--- config.mk ---
export PLATFORM = sky130hd
export DESIGN_NAME = date_period_overlap_days
export DESIGN_NICKNAME = d
export VERILOG_FILES = /design/src/hw/rtl/dpo_pkg.sv /design/src/hw/rtl/date_period_overlap_days.sv /design/src/hw/rtl/dpo_date_conv.sv /design/src/hw/rtl/dpo_overlap.sv
export SDC_FILE = /design/constraint.sdc
export NUM_CORES = 2
export LEC_CHECK = 0
export BUFFER_PORTS_ARGS = -buffer_cell sky130_fd_sc_hd__buf_2
export CORE_ASPECT_RATIO = 0.6
export CORE_MARGIN = 4
export CORE_UTILIZATION = 39
export CTS_CLUSTER_DIAMETER = 120
export DETAILED_ROUTE_END_ITERATION = 8
export GPL_TIMING_DRIVEN = 0
export PLACE_DENSITY = 0.63
export SETUP_SLACK_MARGIN = 0.15
export SYNTH_ARGS = -nofsm -noshare
export SYNTH_HDL_FRONTEND = slang
export SYNTH_SLANG_ARGS = --single-unit
--- constraint.sdc ---
create_clock -name clk -period 9.8 [get_ports clk]
set_input_delay 0.49 -clock clk [delete_from_list [all_inputs] [get_ports clk]]
set_output_delay 0.49 -clock clk [all_outputs]
set_load 0.01 [all_outputs]
--- src/hw/rtl/dpo_pkg.sv ---
`timescale 1ns / 1ps

package dpo_pkg;

  // field widths
  localparam int YEAR_W   = 14;
  localparam int MONTH_W  = 4;
  localparam int DAY_W    = 5;
  localparam int SHARED_W = 22;

  // day number from 0001-01-01 for any 14-bit year fits in 23 bits
  localparam int DAYNUM_W = 23;
  // day of year offset, 0..365
  localparam int DOY_W    = 9;

  localparam int NUM_DATES    = 4;
  localparam int MAX_YEAR_DEF = 9999;

  // year / 100 as (year * 5243) >> 19, exact for all 14-bit years
  localparam int RECIP_W      = 13;
  localparam int RECIP_SH     = 19;
  localparam int PROD_W       = YEAR_W + RECIP_W;
  localparam int QUO_W        = PROD_W - RECIP_SH;
  localparam logic [RECIP_W-1:0] RECIP_100 = RECIP_W'(5243);

  localparam logic [DAYNUM_W-1:0] DAYS_PER_YEAR = DAYNUM_W'(365);
  localparam logic [YEAR_W-1:0]   CENTURY       = YEAR_W'(100);

  // month codes
  localparam logic [MONTH_W-1:0] MONTH_JAN = MONTH_W'(1);
  localparam logic [MONTH_W-1:0] MONTH_FEB = MONTH_W'(2);
  localparam logic [MONTH_W-1:0] MONTH_DEC = MONTH_W'(12);

  localparam logic [SHARED_W:0] SHARED_MAX = {1'b0, {SHARED_W{1'b1}}};

  typedef struct packed {
    logic [YEAR_W-1:0]  year;
    logic [MONTH_W-1:0] month;
    logic [DAY_W-1:0]   day;
  } date_t;

  typedef struct packed {
    logic                bad;
    logic [DAYNUM_W-1:0] num;
  } conv_t;

  // length of a month, month code 1..12
  function automatic logic [DAY_W-1:0] month_len(input logic [MONTH_W-1:0] m,
                                                 input logic is_leap);
    logic [DAY_W-1:0] len;
    unique case (m)
      4'd4, 4'd6, 4'd9, 4'd11: len = DAY_W'(30);
      4'd2:                    len = is_leap ? DAY_W'(29) : DAY_W'(28);
      default:                 len = DAY_W'(31);
    endcase
    return len;
  endfunction

  // days in the year before the first of the month, month code 1..12
  function automatic logic [DOY_W-1:0] days_before(input logic [MONTH_W-1:0] m);
    logic [DOY_W-1:0] n;
    unique case (m)
      4'd1:    n = DOY_W'(0);
      4'd2:    n = DOY_W'(31);
      4'd3:    n = DOY_W'(59);
      4'd4:    n = DOY_W'(90);
      4'd5:    n = DOY_W'(120);
      4'd6:    n = DOY_W'(151);
      4'd7:    n = DOY_W'(181);
      4'd8:    n = DOY_W'(212);
      4'd9:    n = DOY_W'(243);
      4'd10:   n = DOY_W'(273);
      4'd11:   n = DOY_W'(304);
      4'd12:   n = DOY_W'(334);
      default: n = DOY_W'(0);
    endcase
    return n;
  endfunction

endpackage

--- src/hw/rtl/date_period_overlap_days.sv ---
`timescale 1ns / 1ps

// Counts the calendar days shared by two Gregorian date periods.
// Input: an item is the four dates (first start, first end, second start,
// second end), each as year, month and day. It is taken at a rising edge
// with start high; busy is always low, so an item may be given every cycle.
// Output: done is high for one cycle with shared_days and invalid_date.
// The result of an item is registered through six register stages in order:
// input, reciprocal product, leap/validity, day number, min/max, result.
// Throughput is one item per cycle.
// Years are clamped to 1..MAX_YEAR; a bad month or day sets invalid_date
// and gives a count of zero; disjoint or reversed periods give zero.
// The receiver cannot stall: each result is shown for exactly one cycle.
// Reset (rst, synchronous) drops all items in flight; no done follows.

module date_period_overlap_days #(
  parameter int MAX_YEAR = dpo_pkg::MAX_YEAR_DEF
) (
  input  logic                          clk,
  input  logic                          rst,
  input  logic                          start,
  output logic                          busy,
  input  logic [dpo_pkg::YEAR_W-1:0]    first_start_year,
  input  logic [dpo_pkg::MONTH_W-1:0]   first_start_month,
  input  logic [dpo_pkg::DAY_W-1:0]     first_start_day,
  input  logic [dpo_pkg::YEAR_W-1:0]    first_end_year,
  input  logic [dpo_pkg::MONTH_W-1:0]   first_end_month,
  input  logic [dpo_pkg::DAY_W-1:0]     first_end_day,
  input  logic [dpo_pkg::YEAR_W-1:0]    second_start_year,
  input  logic [dpo_pkg::MONTH_W-1:0]   second_start_month,
  input  logic [dpo_pkg::DAY_W-1:0]     second_start_day,
  input  logic [dpo_pkg::YEAR_W-1:0]    second_end_year,
  input  logic [dpo_pkg::MONTH_W-1:0]   second_end_month,
  input  logic [dpo_pkg::DAY_W-1:0]     second_end_day,
  output logic                          done,
  output logic [dpo_pkg::SHARED_W-1:0]  shared_days,
  output logic                          invalid_date
);

  dpo_pkg::date_t [dpo_pkg::NUM_DATES-1:0] dates;
  dpo_pkg::conv_t [dpo_pkg::NUM_DATES-1:0] conv;
  logic                                    accept;
  logic [3:0]                              valid;

  assign busy   = 1'b0;
  assign accept = start && !busy;

  // input register
  always_ff @(posedge clk) begin
    if (accept) begin
      dates[0] <= '{first_start_year, first_start_month, first_start_day};
      dates[1] <= '{first_end_year, first_end_month, first_end_day};
      dates[2] <= '{second_start_year, second_start_month, second_start_day};
      dates[3] <= '{second_end_year, second_end_month, second_end_day};
    end
  end

  // valid marks alongside the date conversion stages
  always_ff @(posedge clk) begin
    if (rst) begin
      valid <= '0;
    end else begin
      valid <= {valid[2:0], accept};
    end
  end

  // one day number converter per date
  for (genvar i = 0; i < dpo_pkg::NUM_DATES; i++) begin : g_conv
    dpo_date_conv #(
      .MAX_YEAR (MAX_YEAR)
    ) u_conv (
      .clk  (clk),
      .date (dates[i]),
      .conv (conv[i])
    );
  end

  dpo_overlap u_overlap (
    .clk          (clk),
    .rst          (rst),
    .in_valid     (valid[3]),
    .conv         (conv),
    .done         (done),
    .shared_days  (shared_days),
    .invalid_date (invalid_date)
  );

  // every accepted item gives exactly one result
  assert property (@(posedge clk) disable iff (rst)
    accept |-> ##6 done)
    else $error("accepted item produced no result");

  assert property (@(posedge clk) disable iff (rst)
    done |-> $past(accept, 6))
    else $error("result without an accepted item");

endmodule

--- src/hw/rtl/dpo_date_conv.sv ---
`timescale 1ns / 1ps

module dpo_date_conv #(
  parameter int MAX_YEAR = dpo_pkg::MAX_YEAR_DEF
) (
  input  logic           clk,
  input  dpo_pkg::date_t date,
  output dpo_pkg::conv_t conv
);

  localparam int YW = dpo_pkg::YEAR_W;
  localparam int NW = dpo_pkg::DAYNUM_W;
  localparam int QW = dpo_pkg::QUO_W;
  localparam int PW = dpo_pkg::PROD_W;
  localparam logic [YW:0] MaxYearWide = (YW + 1)'(MAX_YEAR);

  logic [YW-1:0]             year_cl;
  logic [YW-1:0]             year1;
  logic [dpo_pkg::MONTH_W-1:0] month1;
  logic [dpo_pkg::DAY_W-1:0]   day1;
  logic [PW-1:0]             prod_y1;
  logic [PW-1:0]             prod_p1;

  logic [YW-1:0]             p;
  logic [QW-1:0]             q_y;
  logic [QW-1:0]             q_p;
  logic                      is_leap;
  logic                      ok;
  logic [NW-1:0]             base_next;
  logic [dpo_pkg::DOY_W-1:0] doy_next;

  logic                      ok2;
  logic [NW-1:0]             base2;
  logic [dpo_pkg::DOY_W-1:0] doy2;

  // clamp the year into 1..MAX_YEAR
  always_comb begin
    if (date.year == '0) begin
      year_cl = YW'(1);
    end else if ({1'b0, date.year} > MaxYearWide) begin
      year_cl = MaxYearWide[YW-1:0];
    end else begin
      year_cl = date.year;
    end
  end

  // stage 1: reciprocal products for year / 100 and (year - 1) / 100
  always_ff @(posedge clk) begin
    year1   <= year_cl;
    month1  <= date.month;
    day1    <= date.day;
    prod_y1 <= PW'(year_cl) * PW'(dpo_pkg::RECIP_100);
    prod_p1 <= PW'(year_cl - YW'(1)) * PW'(dpo_pkg::RECIP_100);
  end

  // leap rule, validity and the year part of the day number
  always_comb begin
    p       = year1 - YW'(1);
    q_y     = prod_y1[PW-1:dpo_pkg::RECIP_SH];
    q_p     = prod_p1[PW-1:dpo_pkg::RECIP_SH];
    // divisible by 4, and either not by 100 or by 400
    is_leap = (year1[1:0] == 2'b00) &&
              ((year1 != YW'(q_y) * dpo_pkg::CENTURY) || (q_y[1:0] == 2'b00));
    ok      = (month1 >= dpo_pkg::MONTH_JAN) && (month1 <= dpo_pkg::MONTH_DEC) &&
              (day1 != '0) && (day1 <= dpo_pkg::month_len(month1, is_leap));
    base_next = NW'(p) * dpo_pkg::DAYS_PER_YEAR + NW'(p >> 2) - NW'(q_p) + NW'(q_p >> 2);
    doy_next  = dpo_pkg::days_before(month1) + dpo_pkg::DOY_W'(day1) - dpo_pkg::DOY_W'(1);
    if (is_leap && (month1 > dpo_pkg::MONTH_FEB)) begin
      doy_next = doy_next + dpo_pkg::DOY_W'(1);
    end
  end

  // stage 2
  always_ff @(posedge clk) begin
    ok2   <= ok;
    base2 <= base_next;
    doy2  <= doy_next;
  end

  // stage 3: full day number, zero for a bad date
  always_ff @(posedge clk) begin
    conv.bad <= !ok2;
    conv.num <= ok2 ? base2 + NW'(doy2) : '0;
  end

endmodule

--- src/hw/rtl/dpo_overlap.sv ---
`timescale 1ns / 1ps

module dpo_overlap (
  input  logic                                   clk,
  input  logic                                   rst,
  input  logic                                   in_valid,
  input  dpo_pkg::conv_t [dpo_pkg::NUM_DATES-1:0] conv,
  output logic                                   done,
  output logic [dpo_pkg::SHARED_W-1:0]           shared_days,
  output logic                                   invalid_date
);

  localparam int NW = dpo_pkg::DAYNUM_W;

  logic          valid4;
  logic          bad4;
  logic [NW-1:0] lo4;
  logic [NW-1:0] hi4;
  logic [NW:0]   span;

  // later start and earlier end
  always_ff @(posedge clk) begin
    bad4 <= conv[0].bad | conv[1].bad | conv[2].bad | conv[3].bad;
    lo4  <= (conv[0].num > conv[2].num) ? conv[0].num : conv[2].num;
    hi4  <= (conv[1].num < conv[3].num) ? conv[1].num : conv[3].num;
  end

  always_ff @(posedge clk) begin
    if (rst) begin
      valid4 <= 1'b0;
      done   <= 1'b0;
    end else begin
      valid4 <= in_valid;
      done   <= valid4;
    end
  end

  // inclusive span length
  assign span = {1'b0, hi4} - {1'b0, lo4} + (NW + 1)'(1);

  // result register, count saturates at the port width
  always_ff @(posedge clk) begin
    invalid_date <= bad4;
    if (bad4 || (hi4 < lo4)) begin
      shared_days <= '0;
    end else if (span > (NW + 1)'(dpo_pkg::SHARED_MAX)) begin
      shared_days <= {dpo_pkg::SHARED_W{1'b1}};
    end else begin
      shared_days <= span[dpo_pkg::SHARED_W-1:0];
    end
  end

  // a bad date never reports a count
  assert property (@(posedge clk) disable iff (rst)
    done && invalid_date |-> shared_days == '0)
    else $error("nonzero count with invalid date");

  // a valid item in the min/max stage strobes the result next cycle
  assert property (@(posedge clk) disable iff (rst)
    valid4 |=> done)
    else $error("result strobe lost");

endmodule
==> impl_metrics.json <==
{
  "required_ps": 10370,
  "ant_nets": 0,
  "fin_setup_tns_ps": 0,
  "worst_ep_arrival_time_ps": 9580,
  "place.gp.congestion": 0.8918,
  "die_h_um": 339.9,
  "synth-seq-cells": 588,
  "crit_type": "flop to flop",
  "slowest_delay_ps": 640,
  "grt_pass1_vias": 49956,
  "numCtsBuffers": 70,
  "fin_nets": 10023,
  "grt_max_degree": 48,
  "postSynthAreaPerCell_um2": 9.796,
  "period_needed_ps": 9008,
  "route.detailed.drc": 0,
  "synth_cell_types": 95,
  "relSlewSlack_pct": 5.593,
  "io_pins": 120,
  "die_w_um": 561.1,
  "slowest_stage": "xnor2_1",
  "die-area_um2": 190700,
  "initial_core_util_pct": 39.34,
  "clock-sinks": 588,
  "worst_pin_slew_ps": 1398,
  "syn_inst": 7307,
  "run_status": "complete, no violations",
  "routed_via_density": 4.737,
  "crit_fanout": 8,
  "maxCapViolCount": 0,
  "ys_seq_area_share_pct": 17.73,
  "cts_htree_levels": 3,
  "area_delta_synth_final_pct": 9.867,
  "rsz0062_at_grt": "yes",
  "finalSetupViolCount": 0,
  "grt_pass1_wl_um": 261900,
  "grt.total_usage_pct": 16.71,
  "hold_class": "flop to flop",
  "rows": 121,
  "synth-edff-count": 92,
  "cp-end-kind": "flop",
  "finalHoldViolCount": 0,
  "totalWireLength_um": 155400,
  "fin_skew_ps": 29.89,
  "ys_warn_count": 0,
  "synthFlopType": "dfxtp_1",
  "cts-root-buf": "clkbuf_16",
  "syn_area_um2": 71580,
  "vias": 47905,
  "portBuffers": 118,
  "drt_iter0_markers": 2519,
  "clockBufferDepth": 3,
  "clk-insertion-delay-late_ps": 670,
  "fmax_ghz": 0.1110,
  "start_kind": "flop",
  "fin_crit_sh_pct": 91.92,
  "coreArea_um2": 182000,
  "ys_async_sr_fraction_pct": 0,
  "dp_hpwl_um": 134200,
  "wl_per_cell_um": 15.36,
  "cts_tree": "yes",
  "dr.pass1.iters": 5,
  "synth_fp_nets": 9737,
  "finalMaxSlewViolations": 0,
  "grt_overflow": 0,
  "antenna_found_initial": 9,
  "clk_pin_slew_ps": 60,
  "drive_gt1_share_pct": 4.916
}
Yosys cell counts, drive strengths merged (6+ instances only):
| library cell | number | area (µm²) |
|---|---|---|
| inv | 1967 | 7383 |
| ha | 1468 | 18370 |
| fa | 867 | 17360 |
| dfxtp | 496 | 9930 |
| xnor2 | 351 | 3149 |
| nor2 | 274 | 1028 |
| a21oi | 220 | 1105 |
| nand2 | 220 | 825.8 |
| o21ai | 169 | 853.3 |
| xor2 | 149 | 1313 |
| edfxtp | 92 | 2763 |
| a21o | 91 | 683.2 |
| nor3 | 81 | 405.4 |
| nand3 | 74 | 392.9 |
| mux2 | 60 | 675.7 |
| o21a | 59 | 442.9 |
| nand4 | 56 | 350.3 |
| nor2b | 55 | 344.1 |
| nand2b | 42 | 262.8 |
| a21boi | 37 | 292.8 |
| or3 | 37 | 231.5 |
| nor4 | 35 | 231.5 |
| and2 | 34 | 212.7 |
| o21bai | 34 | 255.2 |
| and3 | 33 | 207.7 |
| mux2i | 29 | 290.3 |
| a211oi | 28 | 215.2 |
| clkbuf | 24 | 90.09 |
| a31oi | 15 | 93.84 |
| o211ai | 14 | 105.1 |
| buf | 13 | 60.06 |
| or2 | 13 | 81.33 |
| a2111oi | 12 | 143.9 |
| a211o | 12 | 105.1 |
| o31ai | 12 | 100.1 |
| or4 | 12 | 90.09 |
| nor3b | 9 | 67.56 |
| o22ai | 9 | 56.30 |
| a221oi | 8 | 70.07 |
| and4 | 8 | 70.07 |
| o2111ai | 6 | 65.06 |
flip-flops by register name, summed over array words and instances, names as in the netlist, 22 cells and up, named ones only:
register	cells
g_conv.u_conv.doy2	36
g_conv.u_conv.prod_p1	32
g_conv.u_conv.prod_y1	32
u_overlap.shared_days	22
dates	92
g_conv.u_conv.conv	96
u_overlap.hi4	23
g_conv.u_conv.year1	56
g_conv.u_conv.base2	92
u_overlap.lo4	23
layout make-up:
class / instances / area, µm²
plain buffers: 37 / 150.1
flip-flops and latches: 588 / 12690
clock inverters: 36 / 402.9
diodes: 5 / 12.51
inverters: 1969 / 7398
well taps: 2460 / 3078
repair buffers: 214 / 1567
fillers: 17393 / 103300
multi-input cells: 4713 / 51390
clock buffers: 92 / 1951
worst max-delay path, delay by kind of cell (launching register included):
family	cells	cell delay, ps
adder cells (fa/ha/maj)	6	2620
buffers and inverters	4	570
AO/OA/AOI/OAI	10	2680
XOR/XNOR	2	790
flip-flops	1	400
AND/OR/NAND/NOR	7	1850
what timing repair did:
item	4_1_cts	5_1_grt
hold buffers	93	0
setup buffers	0	2
setup endpoints to repair	0	10
hold endpoints to repair	98	0
resized for setup	0	15
cell families (layout without fill, tap and decap cells):
logic type	after synthesis	after routing	synth area share, %
flip-flops	588	588	17.73
AND/OR/NAND/NOR	995	995	6.857
buffers and inverters	2006	2348	10.53
multiplexers	93	93	1.475
AO/OA/AOI/OAI	789	789	7.256
other	1	6	0.005239
adder cells (fa/ha/maj)	2335	2335	49.91
XOR/XNOR	500	500	6.233
metrics by stage:
stage	hold slack, ps	cells	utilization [%]	area (µm²)	setup slack, ps
5_1_grt	348.1	10109	43.21	78630	27.68
4_1_cts	312.8	10107	43.17	78560	376.8
3_5_place_dp	327.8	9886	41.37	75280	446.7
3_3_place_gp	326.4	9885	41.35	75250	488.4
2_1_floorplan	323.3	7307	-	71580	1919
6_report	339.1	10114	43.22	78640	792.0
routing by layer:
metal	share of wire (%)	GRT usage, %	up-vias
li1	-	-	23754
met1	55	26.90	23242
met2	39	23.52	787
met3	5.0	2.646	122
met4	1.3	2.507	0
met5	0	0	-
placed cells by master (no fill, tap or decap), drive strengths merged, types with 13 or more instances in the layout:
| master | n |
|---|---|
| nor2 | 274 |
| edfxtp | 92 |
| or2 | 13 |
| and3 | 33 |
| clkbuf | 116 |
| nand2b | 42 |
| clkinv | 17 |
| ha | 1468 |
| o21ai | 169 |
| inv | 1978 |
| a211oi | 28 |
| nor2b | 55 |
| nand4 | 56 |
| a21o | 91 |
| mux2i | 29 |
| o211ai | 14 |
| a21oi | 220 |
| mux2 | 60 |
| xor2 | 149 |
| o21bai | 34 |
| nand3 | 74 |
| nor3 | 81 |
| a31oi | 15 |
| a21boi | 37 |
| xnor2 | 351 |
| dfxtp | 496 |
| and2 | 34 |
| fa | 867 |
| nand2 | 220 |
| buf | 134 |
| dlygate4sd3 | 93 |
| o21a | 59 |
| nor4 | 35 |
| or3 | 37 |
path summary, 6_finish.rpt:
check / to / startpoint / slack, ps / depth (start not counted)
hold reg to reg: g_conv[1].u_conv.day1[0]$_DFF_P_ / dates[23]$_DFFE_PP_ / 340 / 0
setup reg to reg: g_conv[1].u_conv.prod_p1[26]$_DFF_P_ / dates[37]$_DFFE_PP_ / 790 / 29
setup / recovery: g_conv[1].u_conv.prod_p1[26]$_DFF_P_ / dates[37]$_DFFE_PP_ / 790 / 29
hold / removal: g_conv[1].u_conv.day1[0]$_DFF_P_ / dates[23]$_DFFE_PP_ / 340 / 0
Power is not shown: default switching activity piles up to over one toggle a cycle in this logic, so the estimate is an artifact.
